[config.mk]
export PLATFORM = sky130hd
export DESIGN_NAME = decal_ring_allocator_with_fade
export DESIGN_NICKNAME = d
export VERILOG_FILES = /design/src/hw/rtl/drafd_pkg.sv /design/src/hw/rtl/drafd_fifo.sv /design/src/hw/rtl/drafd_front.sv /design/src/hw/rtl/drafd_back.sv /design/src/hw/rtl/decal_ring_allocator_with_fade.sv
export SDC_FILE = /design/constraint.sdc
export NUM_CORES = 2
export LEC_CHECK = 0
export BUFFER_PORTS_ARGS = -buffer_cell sky130_fd_sc_hd__buf_2
export CORE_MARGIN = 3
export CORE_UTILIZATION = 40
export CTS_CLUSTER_SIZE = 25
export DETAILED_ROUTE_END_ITERATION = 6
export PLACE_DENSITY = 0.66
export SLEW_MARGIN = 10
export SYNTH_ARGS = -nofsm -noshare
export SYNTH_HDL_FRONTEND = slang
export SYNTH_HIERARCHICAL = 1
export SYNTH_SLANG_ARGS = --single-unit
[constraint.sdc]
create_clock -name i_clk -period 10.8 [get_ports i_clk]
set_input_delay 1.62 -clock i_clk [delete_from_list [all_inputs] [get_ports i_clk]]
set_output_delay 1.62 -clock i_clk [all_outputs]
set_load 0.01 [all_outputs]
[src/hw/rtl/drafd_pkg.sv]
`timescale 1ns / 1ps
package drafd_pkg;

    localparam int RING_DEPTH_DEF = 32;
    localparam int MARK_W         = 6;
    localparam int TIME_W         = 31;
    localparam int SLOT_W         = 5;
    localparam int ALPHA_W        = 8;
    localparam int CMD_Q_DEPTH    = 2;
    localparam int RES_Q_DEPTH    = 4;

    localparam logic [MARK_W-1:0] MARK_RST = 6'd32;

    // fade: alpha = floor(255 * (1000 - t) / 1000), divide by reciprocal multiply
    localparam int          FADE_MS     = 1000;
    localparam int          Y_W         = 18;
    localparam int          RECIP_SHIFT = 28;
    localparam logic [18:0] RECIP       = 19'd268436;

    localparam logic [1:0] ACT_ALLOC   = 2'd0;
    localparam logic [1:0] ACT_INSPECT = 2'd1;
    localparam logic [1:0] ACT_CLEAR   = 2'd2;
    localparam logic [1:0] ACT_RSVD    = 2'd3;

    localparam logic [2:0] KIND_ALLOC   = 3'd0;
    localparam logic [2:0] KIND_MOVED   = 3'd1;
    localparam logic [2:0] KIND_DRAW    = 3'd2;
    localparam logic [2:0] KIND_FADED   = 3'd3;
    localparam logic [2:0] KIND_FREED   = 3'd4;
    localparam logic [2:0] KIND_EMPTY   = 3'd5;
    localparam logic [2:0] KIND_IGNORED = 3'd6;
    localparam logic [2:0] KIND_CLEARED = 3'd7;

    typedef enum logic [1:0] {
        OP_ALLOC   = 2'd0,
        OP_INSPECT = 2'd1,
        OP_CLEAR   = 2'd2,
        OP_IGNORE  = 2'd3
    } t_op;

    typedef struct packed {
        logic [1:0]        action;
        logic              ring_select;
        logic [SLOT_W-1:0] slot;
        logic [TIME_W-1:0] now_time;
    } t_in;

    typedef struct packed {
        logic [2:0]         kind;
        logic [SLOT_W-1:0]  slot_out;
        logic [SLOT_W-1:0]  fade_slot;
        logic [ALPHA_W-1:0] alpha;
        logic               last;
    } t_out;

    typedef struct packed {
        t_op               op;
        logic              ring_select;
        logic [SLOT_W-1:0] slot;
        logic [TIME_W-1:0] now_time;
    } t_cmd;

endpackage

[src/hw/rtl/drafd_fifo.sv]
`timescale 1ns / 1ps
module drafd_fifo #(
    parameter int WIDTH = 8,
    parameter int DEPTH = 2
) (
    input  logic             i_clk,
    input  logic             i_rst_n,
    input  logic             i_push,
    input  logic [WIDTH-1:0] i_data,
    output logic             o_full,
    input  logic             i_pop,
    output logic [WIDTH-1:0] o_data,
    output logic             o_empty
);
    localparam int AW = (DEPTH > 1) ? $clog2(DEPTH) : 1;
    localparam int CW = $clog2(DEPTH + 1);

    logic [WIDTH-1:0] r_mem [DEPTH];
    logic [AW-1:0]    r_rd;
    logic [AW-1:0]    r_wr;
    logic [CW-1:0]    r_cnt;
    logic             w_push_ok;
    logic             w_pop_ok;

    assign o_full    = (r_cnt == CW'(DEPTH));
    assign o_empty   = (r_cnt == '0);
    assign w_push_ok = i_push && !o_full;
    assign w_pop_ok  = i_pop && !o_empty;
    assign o_data    = r_mem[r_rd];

    always_ff @(posedge i_clk) begin
        if (!i_rst_n) begin
            r_rd  <= '0;
            r_wr  <= '0;
            r_cnt <= '0;
        end else begin
            if (w_push_ok) begin
                r_wr <= (r_wr == AW'(DEPTH - 1)) ? '0 : r_wr + 1'b1;
            end
            if (w_pop_ok) begin
                r_rd <= (r_rd == AW'(DEPTH - 1)) ? '0 : r_rd + 1'b1;
            end
            if (w_push_ok && !w_pop_ok) begin
                r_cnt <= r_cnt + 1'b1;
            end else if (w_pop_ok && !w_push_ok) begin
                r_cnt <= r_cnt - 1'b1;
            end
        end
    end

    always_ff @(posedge i_clk) begin
        if (w_push_ok) begin
            r_mem[r_wr] <= i_data;
        end
    end

endmodule

[src/hw/rtl/drafd_front.sv]
`timescale 1ns / 1ps
module drafd_front
    import drafd_pkg::*;
(
    input  logic              i_clk,
    input  logic              i_rst_n,
    input  logic              i_push,
    output logic              o_full,
    input  t_in               i_item,
    input  logic [MARK_W-1:0] i_ring_size,
    input  logic              i_cmd_pop,
    output logic              o_cmd_empty,
    output t_cmd              o_cmd
);
    t_cmd                   w_cmd;
    logic [$bits(t_cmd)-1:0] w_q_out;

    // classify: everything that answers "ignored" is settled here
    always_comb begin
        w_cmd.ring_select = i_item.ring_select;
        w_cmd.slot        = i_item.slot;
        w_cmd.now_time    = i_item.now_time;
        unique case (i_item.action)
            ACT_ALLOC: begin
                w_cmd.op = (i_ring_size == '0 || i_item.now_time == '0) ? OP_IGNORE
                                                                         : OP_ALLOC;
            end
            ACT_INSPECT: begin
                w_cmd.op = (i_ring_size == '0 || MARK_W'(i_item.slot) >= i_ring_size)
                           ? OP_IGNORE : OP_INSPECT;
            end
            ACT_CLEAR: begin
                w_cmd.op = OP_CLEAR;
            end
            ACT_RSVD: begin
                w_cmd.op = OP_IGNORE;
            end
            default: begin
                w_cmd.op = OP_IGNORE;
            end
        endcase
    end

    drafd_fifo #(
        .WIDTH ($bits(t_cmd)),
        .DEPTH (CMD_Q_DEPTH)
    ) u_cmd_q (
        .i_clk   (i_clk),
        .i_rst_n (i_rst_n),
        .i_push  (i_push),
        .i_data  (w_cmd),
        .o_full  (o_full),
        .i_pop   (i_cmd_pop),
        .o_data  (w_q_out),
        .o_empty (o_cmd_empty)
    );

    assign o_cmd = t_cmd'(w_q_out);

endmodule

[src/hw/rtl/drafd_back.sv]
`timescale 1ns / 1ps
module drafd_back
    import drafd_pkg::*;
#(
    parameter int RING_DEPTH = RING_DEPTH_DEF
) (
    input  logic              i_clk,
    input  logic              i_rst_n,
    input  logic              i_cfg_we,
    input  logic [MARK_W-1:0] i_cfg_wdata,
    output logic [MARK_W-1:0] o_ring_size,
    input  logic              i_cmd_empty,
    input  t_cmd              i_cmd,
    output logic              o_cmd_pop,
    output logic              o_res_push,
    output t_out              o_res,
    input  logic              i_res_full
);
    localparam int IW = (RING_DEPTH > 1) ? $clog2(RING_DEPTH) : 1;

    typedef enum logic [6:0] {
        S_IDLE  = 7'b0000001,
        S_WALK  = 7'b0000010,
        S_FADE  = 7'b0000100,
        S_FWALK = 7'b0001000,
        S_MOVE  = 7'b0010000,
        S_ALLOC = 7'b0100000,
        S_EMIT  = 7'b1000000
    } t_state;

    t_state                 r_state;
    logic [MARK_W-1:0]      r_mark;
    logic [TIME_W-1:0]      r_nst [RING_DEPTH];
    logic [TIME_W-1:0]      r_fst [RING_DEPTH];
    logic [RING_DEPTH-1:0]  r_nv;
    logic [RING_DEPTH-1:0]  r_fv;
    logic [IW-1:0]          r_nhead;
    logic [IW-1:0]          r_fhead;
    logic [TIME_W-1:0]      r_now;
    logic [TIME_W-1:0]      r_old;
    logic [TIME_W-1:0]      r_fold;
    logic [IW-1:0]          r_h;
    logic [IW-1:0]          r_i;
    logic [IW-1:0]          r_ev;
    logic [IW-1:0]          r_fh;
    logic [IW-1:0]          r_fi;
    logic [MARK_W-1:0]      r_k;
    logic [MARK_W-1:0]      r_fk;
    logic                   r_evh;
    logic [2:0]             r_kind;
    logic [IW-1:0]          r_slot;
    logic [Y_W-1:0]         r_y;

    logic [MARK_W-1:0]      w_m;
    logic [IW-1:0]          w_nh;
    logic [IW-1:0]          w_fh;
    logic [IW-1:0]          w_sidx;
    logic [IW-1:0]          w_nra;
    logic [IW-1:0]          w_fra;
    logic [TIME_W-1:0]      w_nrd;
    logic [TIME_W-1:0]      w_frd;
    logic                   w_nrv;
    logic                   w_frv;
    logic [TIME_W-1:0]      w_t;
    logic [9:0]             w_x;
    logic [Y_W-1:0]         w_y;
    logic [Y_W+18:0]        w_prod;
    logic [6:0]             w_slot7;

    function automatic logic [IW-1:0] nxt(input logic [IW-1:0] i, input logic [MARK_W-1:0] m);
        logic [6:0] s;
        s = 7'(i) + 7'd1;
        return (s >= 7'(m)) ? '0 : s[IW-1:0];
    endfunction

    function automatic logic [IW-1:0] clip(input logic [IW-1:0] i, input logic [MARK_W-1:0] m);
        return (7'(i) >= 7'(m)) ? '0 : i;
    endfunction

    assign w_m         = (r_mark > MARK_W'(RING_DEPTH)) ? MARK_W'(RING_DEPTH) : r_mark;
    assign o_ring_size = w_m;
    assign w_nh        = clip(r_nhead, w_m);
    assign w_fh        = clip(r_fhead, w_m);
    assign w_slot7     = 7'(i_cmd.slot);
    assign w_sidx      = w_slot7[IW-1:0];

    // one read address per ring each cycle
    assign w_nra = (r_state == S_WALK) ? r_i
                 : (i_cmd.op == OP_INSPECT) ? w_sidx : w_nh;
    assign w_fra = (r_state == S_FADE) ? w_fh
                 : (r_state == S_FWALK) ? r_fi : w_sidx;
    assign w_nrd = r_nst[w_nra];
    assign w_nrv = r_nv[w_nra];
    assign w_frd = r_fst[w_fra];
    assign w_frv = r_fv[w_fra];

    // elapsed time, clamped at zero when time runs backward
    assign w_t    = (i_cmd.now_time >= w_frd) ? i_cmd.now_time - w_frd : '0;
    assign w_x    = 10'(FADE_MS) - w_t[9:0];
    assign w_y    = {w_x, 8'b0} - Y_W'(w_x);
    assign w_prod = 37'(r_y) * 37'(RECIP);

    assign o_cmd_pop = (r_state == S_IDLE) && !i_cmd_empty && !i_cfg_we;

    always_comb begin
        o_res_push = 1'b0;
        o_res      = '0;
        unique case (r_state)
            S_MOVE: begin
                o_res_push      = !i_res_full;
                o_res.kind      = KIND_MOVED;
                o_res.slot_out  = SLOT_W'(r_ev);
                o_res.fade_slot = SLOT_W'(r_fh);
            end
            S_ALLOC: begin
                o_res_push     = !i_res_full;
                o_res.kind     = KIND_ALLOC;
                o_res.slot_out = SLOT_W'(r_h);
                o_res.last     = 1'b1;
            end
            S_EMIT: begin
                o_res_push     = !i_res_full;
                o_res.kind     = r_kind;
                o_res.slot_out = SLOT_W'(r_slot);
                o_res.alpha    = (r_kind == KIND_FADED)
                                 ? w_prod[RECIP_SHIFT+ALPHA_W-1:RECIP_SHIFT] : '0;
                o_res.last     = 1'b1;
            end
            default: begin
                o_res_push = 1'b0;
            end
        endcase
    end

    always_ff @(posedge i_clk) begin
        if (!i_rst_n) begin
            r_state <= S_IDLE;
            r_mark  <= MARK_RST;
            r_nv    <= '0;
            r_fv    <= '0;
            r_nhead <= '0;
            r_fhead <= '0;
        end else if (i_cfg_we) begin
            r_mark  <= i_cfg_wdata;
            r_nv    <= '0;
            r_fv    <= '0;
            r_nhead <= '0;
            r_fhead <= '0;
        end else begin
            unique case (r_state)
                S_IDLE: begin
                    if (!i_cmd_empty) begin
                        r_now  <= i_cmd.now_time;
                        unique case (i_cmd.op)
                            OP_ALLOC: begin
                                r_h   <= w_nh;
                                r_old <= w_nrd;
                                r_i   <= nxt(w_nh, w_m);
                                r_k   <= MARK_W'(1);
                                r_ev  <= w_nh;
                                r_evh <= 1'b1;
                                if (w_nrv && w_nrd != i_cmd.now_time && w_m > MARK_W'(1)) begin
                                    r_state <= S_WALK;
                                end else if (w_nrv) begin
                                    r_state <= S_FADE;
                                end else begin
                                    r_state <= S_ALLOC;
                                end
                            end
                            OP_INSPECT: begin
                                r_slot  <= w_sidx;
                                r_y     <= w_y;
                                r_state <= S_EMIT;
                                if (!i_cmd.ring_select) begin
                                    r_kind <= w_nrv ? KIND_DRAW : KIND_EMPTY;
                                end else if (!w_frv) begin
                                    r_kind <= KIND_EMPTY;
                                end else if (w_t < TIME_W'(FADE_MS)) begin
                                    r_kind <= KIND_FADED;
                                end else begin
                                    r_kind         <= KIND_FREED;
                                    r_fv[w_sidx]   <= 1'b0;
                                end
                            end
                            OP_CLEAR: begin
                                r_slot  <= '0;
                                r_kind  <= KIND_CLEARED;
                                r_nv    <= '0;
                                r_fv    <= '0;
                                r_nhead <= '0;
                                r_fhead <= '0;
                                r_state <= S_EMIT;
                            end
                            OP_IGNORE: begin
                                r_slot  <= '0;
                                r_kind  <= KIND_IGNORED;
                                r_state <= S_EMIT;
                            end
                            default: begin
                                r_state <= S_IDLE;
                            end
                        endcase
                    end
                end
                S_WALK: begin
                    r_state <= S_FADE;
                    if (w_nrv && w_nrd == r_old) begin
                        r_ev  <= r_i;
                        r_evh <= 1'b0;
                    end else begin
                        r_ev  <= r_h;
                        r_evh <= 1'b1;
                    end
                end
                S_FADE: begin
                    r_fh   <= w_fh;
                    r_fold <= w_frd;
                    r_fi   <= nxt(w_fh, w_m);
                    r_fk   <= MARK_W'(1);
                    if (w_frv && w_frd != r_now && w_m > MARK_W'(1)) begin
                        r_state <= S_FWALK;
                    end else begin
                        r_state <= S_MOVE;
                    end
                end
                S_FWALK: begin
                    if (w_frv && w_frd == r_fold) begin
                        r_fv[r_fi] <= 1'b0;
                        if (7'(r_fk) + 7'd1 < 7'(w_m)) begin
                            r_fk <= r_fk + 1'b1;
                            r_fi <= nxt(r_fi, w_m);
                        end else begin
                            r_state <= S_MOVE;
                        end
                    end else begin
                        r_state <= S_MOVE;
                    end
                end
                S_MOVE: begin
                    if (!i_res_full) begin
                        r_fst[r_fh] <= r_now;
                        r_fv[r_fh]  <= 1'b1;
                        r_fhead     <= nxt(r_fh, w_m);
                        r_nv[r_ev]  <= 1'b0;
                        if (r_evh) begin
                            r_state <= S_ALLOC;
                        end else if (7'(r_k) + 7'd1 < 7'(w_m)) begin
                            r_k     <= r_k + 1'b1;
                            r_i     <= nxt(r_i, w_m);
                            r_state <= S_WALK;
                        end else begin
                            r_ev    <= r_h;
                            r_evh   <= 1'b1;
                            r_state <= S_FADE;
                        end
                    end
                end
                S_ALLOC: begin
                    if (!i_res_full) begin
                        r_nst[r_h] <= r_now;
                        r_nv[r_h]  <= 1'b1;
                        r_nhead    <= nxt(r_h, w_m);
                        r_state    <= S_IDLE;
                    end
                end
                S_EMIT: begin
                    if (!i_res_full) begin
                        r_state <= S_IDLE;
                    end
                end
                default: begin
                    r_state <= S_IDLE;
                end
            endcase
        end
    end

endmodule

[src/hw/rtl/decal_ring_allocator_with_fade.sv]
`timescale 1ns / 1ps
// An item passes the command queue, the sequencer and the result queue on its way to the outputs.
// Inspect, clear and ignored items pass the sequencer's idle and emit states.
// Allocate: idle, alloc; evicting only the head adds fade, move; each walk step adds walk, fade,
// move, and a walk to the ring end adds fade, move; each fade-ring drop adds an fwalk step, as
// does the step that sees the group end. Results stall the sequencer while the result queue is
// full. Reset (i_rst_n low, synchronous): rings empty, heads 0, mark_count 32, queues empty.
module decal_ring_allocator_with_fade
    import drafd_pkg::*;
#(
    parameter int RING_DEPTH = RING_DEPTH_DEF
) (
    input  logic              i_clk,
    input  logic              i_rst_n,
    // input queue side: transfer on push && !full
    input  logic              i_push,
    output logic              o_full,
    input  t_in               i_item,
    // result queue side: transfer on pop && !empty
    output logic              o_empty,
    input  logic              i_pop,
    output t_out              o_item,
    // mark_count write; also empties both rings
    input  logic              i_cfg_we,
    input  logic [MARK_W-1:0] i_cfg_wdata
);
    logic [MARK_W-1:0]       w_ring_size;
    logic                    w_cmd_empty;
    logic                    w_cmd_pop;
    t_cmd                    w_cmd;
    logic                    w_res_push;
    logic                    w_res_full;
    t_out                    w_res;
    logic [$bits(t_out)-1:0] w_res_q;

    // front: classifies items against the ring size and queues them
    drafd_front u_front (
        .i_clk       (i_clk),
        .i_rst_n     (i_rst_n),
        .i_push      (i_push),
        .o_full      (o_full),
        .i_item      (i_item),
        .i_ring_size (w_ring_size),
        .i_cmd_pop   (w_cmd_pop),
        .o_cmd_empty (w_cmd_empty),
        .o_cmd       (w_cmd)
    );

    // back: ring state and the eviction sequencer
    drafd_back #(
        .RING_DEPTH (RING_DEPTH)
    ) u_back (
        .i_clk       (i_clk),
        .i_rst_n     (i_rst_n),
        .i_cfg_we    (i_cfg_we),
        .i_cfg_wdata (i_cfg_wdata),
        .o_ring_size (w_ring_size),
        .i_cmd_empty (w_cmd_empty),
        .i_cmd       (w_cmd),
        .o_cmd_pop   (w_cmd_pop),
        .o_res_push  (w_res_push),
        .o_res       (w_res),
        .i_res_full  (w_res_full)
    );

    // result queue decouples the sequencer from the consumer
    drafd_fifo #(
        .WIDTH ($bits(t_out)),
        .DEPTH (RES_Q_DEPTH)
    ) u_res_q (
        .i_clk   (i_clk),
        .i_rst_n (i_rst_n),
        .i_push  (w_res_push),
        .i_data  (w_res),
        .o_full  (w_res_full),
        .i_pop   (i_pop),
        .o_data  (w_res_q),
        .o_empty (o_empty)
    );

    assign o_item = t_out'(w_res_q);

    // result queue comes out of reset empty
    a_rst_empty: assert property (@(posedge i_clk) $rose(i_rst_n) |-> o_empty)
        else $error("result queue not empty after reset");

    // sequencer never pushes into a full result queue
    a_no_overrun: assert property (@(posedge i_clk) disable iff (!i_rst_n)
        w_res_push |-> !w_res_full)
        else $error("result pushed while queue full");

    // sequencer only takes commands that are there
    a_no_underrun: assert property (@(posedge i_clk) disable iff (!i_rst_n)
        w_cmd_pop |-> !w_cmd_empty)
        else $error("command popped from empty queue");

endmodule
==> summary.md <==
| Metric | Value |
|---|---|
| Status | finished, final reports clean |
| Initial antenna violation count | 12 |
| Fin nets | 8117 |
| Die width | 522.3 µm |
| Distinct cells, synth | around 110 |
| Final setup vio count | 0 |
| Post-CTS Setup Inserts | 0 |
| Post-Layout Inst Area | 0.1200 mm² |
| # hold bufs at CTS | 0 |
| Min-delay worst type | reg2reg |
| Wire per inst | 27.89 µm |
| Tmin final | about 10000 ps |
| Synth warn | 6 |
| Worst vdd ir | 179.1 µV |
| Most frequent cells in the layout | 2307 x edfxtp_1, 943 x nand2_1, 531 x mux2i_1 |
| Crit-path max FO | 53 |
| Via count | 68.57k |
| RSZ-0062 raised after global routing | no |
| Syn avg cell area | 13.95 µm² |
| Global-route wire length before repair | 460900 µm |
| Synth async-reset ratio | 0% |
| Max-slew violations | 0 |
| Number of enable flip-flop cells after synthesis | 2307 |
| Chip height | 522.3 µm |
| Sequential element share of the synthesized area | between 60% and 70% |
| Clock power frac | 30.5% |
| First-pass iteration count of the detailed router | 7 |
| Area growth, synth to finish | 12.56% |
| Gates resized, CTS repair | 0 |
| Syn nets | 8004 |
| Required time of the critical path | 11380 ps |
| Leakage power | 40.80 nW |
| Net switching power | 9.148 mW |
| Total GRT Usage | 22.78% |
| Num rows | 188 |
| Final period util | 93.52% |
| Final Skew | around 95 ps |
| Placer Congestion | 0.9319 |
| Commonest non-fill, non-tap cell in the layout | edfxtp_1 |
| Final Util | ~46% |
| CP max-delay cell | a311oi_2 |
| Clock sinks | 2408 |
| Worst EP arrival | 10680 ps |
| Worst path max stage delay | just over 900 ps |
| Mapped Cells | 7642 |
| R2r setup slk | ~700 ps |
| Slew @ Worst Pin | 1330 ps |
| Clock-pin slew on the worst setup and hold paths | 60 ps |
| Setup TNS | 0 ps |
| Hold slack final | 473.7 ps |
| Pwr Density | approximately 230 mW/mm² |
| Initial DRC count | 8978 |
| CP startpoint kind | register |
| Max Freq | approximately 0.099 GHz |
| Fill cells | ~23k |
| Hold Fails Final Rpt | 0 |
| Register bit total from synthesis | 2408 |
| Maxcap violations | 0 |
| Seq pwr share | 39.2% |
| Worst-case clock buffer depth | 4 |
| Vias in the first global route | 65.83k |
| Initial Util | 40.44% |
| H-tree depth | 4 |
| Pwr Total | approximately 27 mW |
| Full die area | between 0.2 and 0.3 mm² |
| Pin count of the biggest net entering global routing | about 130 |
| Syn Std Cell Area | 0.1066 mm² |
| Fraction of layout cells with a size suffix above 1 | 12.64% |
| Vias/cell | 5.974 |
| WS Path Type | reg2reg |
| Placement Cell Area | 0.1122 mm² |
| Hpwl dp | 195300 µm |
| CTS Root Cell | clkbuf_16 |
| Total global routing overflow | 0 |
| Worst relative slew slack | 10.54% |
| Gate power share | 30.3% |
| Port Buffers | 73 |
| I/O pin count | 74 |
| CTS tree | yes |
| Post-Route WL | 320100 µm |
| Post-DRT Antenna Nets | 0 |
| Floorplan core area | about 0.26 mm² |
| Clock latency on the worst-skew pair | 940 ps |
| Internal Power | 17.98 mW |
| Most common flop cell mapped by yosys | edfxtp_1 |
| Crit end category | register |
| DRC viols | 0 |
| Net Sw Frac | between 30% and 40% |
| Clock buffer count from CTS | about 250 |
-- path summary, 6_finish.rpt --
check / start / endpoint / cells after the start
setup / recovery: u_back/r_mark[5]$_SDFFE_PN1P_ / u_back/r_y[12]$_DFFE_PP_ / 32
hold / removal: u_back/r_nv[17]$_SDFFE_PP0P_ / u_back/r_nv[17]$_SDFFE_PP0P_ / 2
setup reg to reg: u_back/r_mark[5]$_SDFFE_PN1P_ / u_back/r_y[12]$_DFFE_PP_ / 32
hold reg to reg: u_back/r_nv[17]$_SDFFE_PP0P_ / u_back/r_nv[17]$_SDFFE_PP0P_ / 2
-- synth_stat cells (all sizes together) (178+ instances only) --
cell    instances  area share [%]
a211oi        178             1.3
a21oi         212             1.0
and3          221             1.3
buf           225             1.1
clkbuf        229            0.81
edfxtp       2307              65
ha            265             3.1
inv           235            0.83
mux2i         531             5.0
nand2         947             3.3
nand3         311             1.5
nor2          209            0.74
-- cells by family (layout without fill, tap and decap cells) --
group / count (synthesis) / count (layout) / synth area share, %
compound gates: 1229 / 1229 / 8.235
xor+xnor: 188 / 188 / 1.571
fa+ha+maj: 312 / 312 / 3.992
buf+inv: 690 / 1004 / 2.691
flops: 2408 / 2408 / 66.87
mux: 711 / 711 / 7.217
other cells: 0 / 7 / 0
simple gates: 2104 / 2104 / 9.427
-- power by group through the flow --
stage | logic [mW] | clock network (mW) | registers (mW)
final | 8.21 | 8.27 | 10.6
after global routing | 8.73 | 8.74 | 10.7
after CTS | 8.06 | 8.38 | 10.6
after detailed placement | 8.02 | 0 | 10.8
after global placement | 7.96 | 0 | 10.8
after floorplan | 5.14 | 0 | 10.9
-- layout make-up --
type	count	area (µm²)	share of cell area, %
flip-flops and latches	2408	71300	59.41
multi-input cells	4544	33300	27.74
clock buffers	288	6355	5.295
well taps	3515	4398	3.665
repair buffers	319	2375	1.979
clock inverters	161	1389	1.157
inverters	236	885.9	0.7381
diodes	7	17.52	0.01460
-- state kept, by name, summed over array words and instances (netlist names), 7 cells and up, named ones only --
| register | flops |
|---|---|
| u_back/r_now | 31 |
| u_back/r_state | 7 |
| u_back/r_nv | 32 |
| u_back/r_nst | 992 |
| u_back/r_fv | 32 |
| u_back/r_fst | 992 |
| u_back/r_y | 18 |
| u_res_q/r_mem | 88 |
| u_back/r_fold | 31 |
| u_back/r_old | 31 |
| u_front/u_cmd_q/r_mem | 78 |
-- layer usage --
metal	share of wire, %	global-route usage, %	up-vias
met5	0.0037	0	-
met3	10	4.724	690
met2	47	36.41	3839
met1	39	30.55	34515
li1	-	-	29523
met4	4.2	8.704	2
-- metrics by stage --
stage,std cells,worst slack [ps]
floorplan,7642,1830
global placement,11022,1066
detailed placement,11022,992.4
CTS,11471,972.8
global route,11473,337.6
finish,11478,700.2
-- critical path: cells and delay by family (launching register included) --
family	cells	cell delay, ps
xor+xnor	2	490
fa+ha+maj	3	990
simple gates	8	1800
flops	1	320
buf+inv	8	2070
compound gates	9	3190
mux	2	890
(Power assumes the default switching activity.)
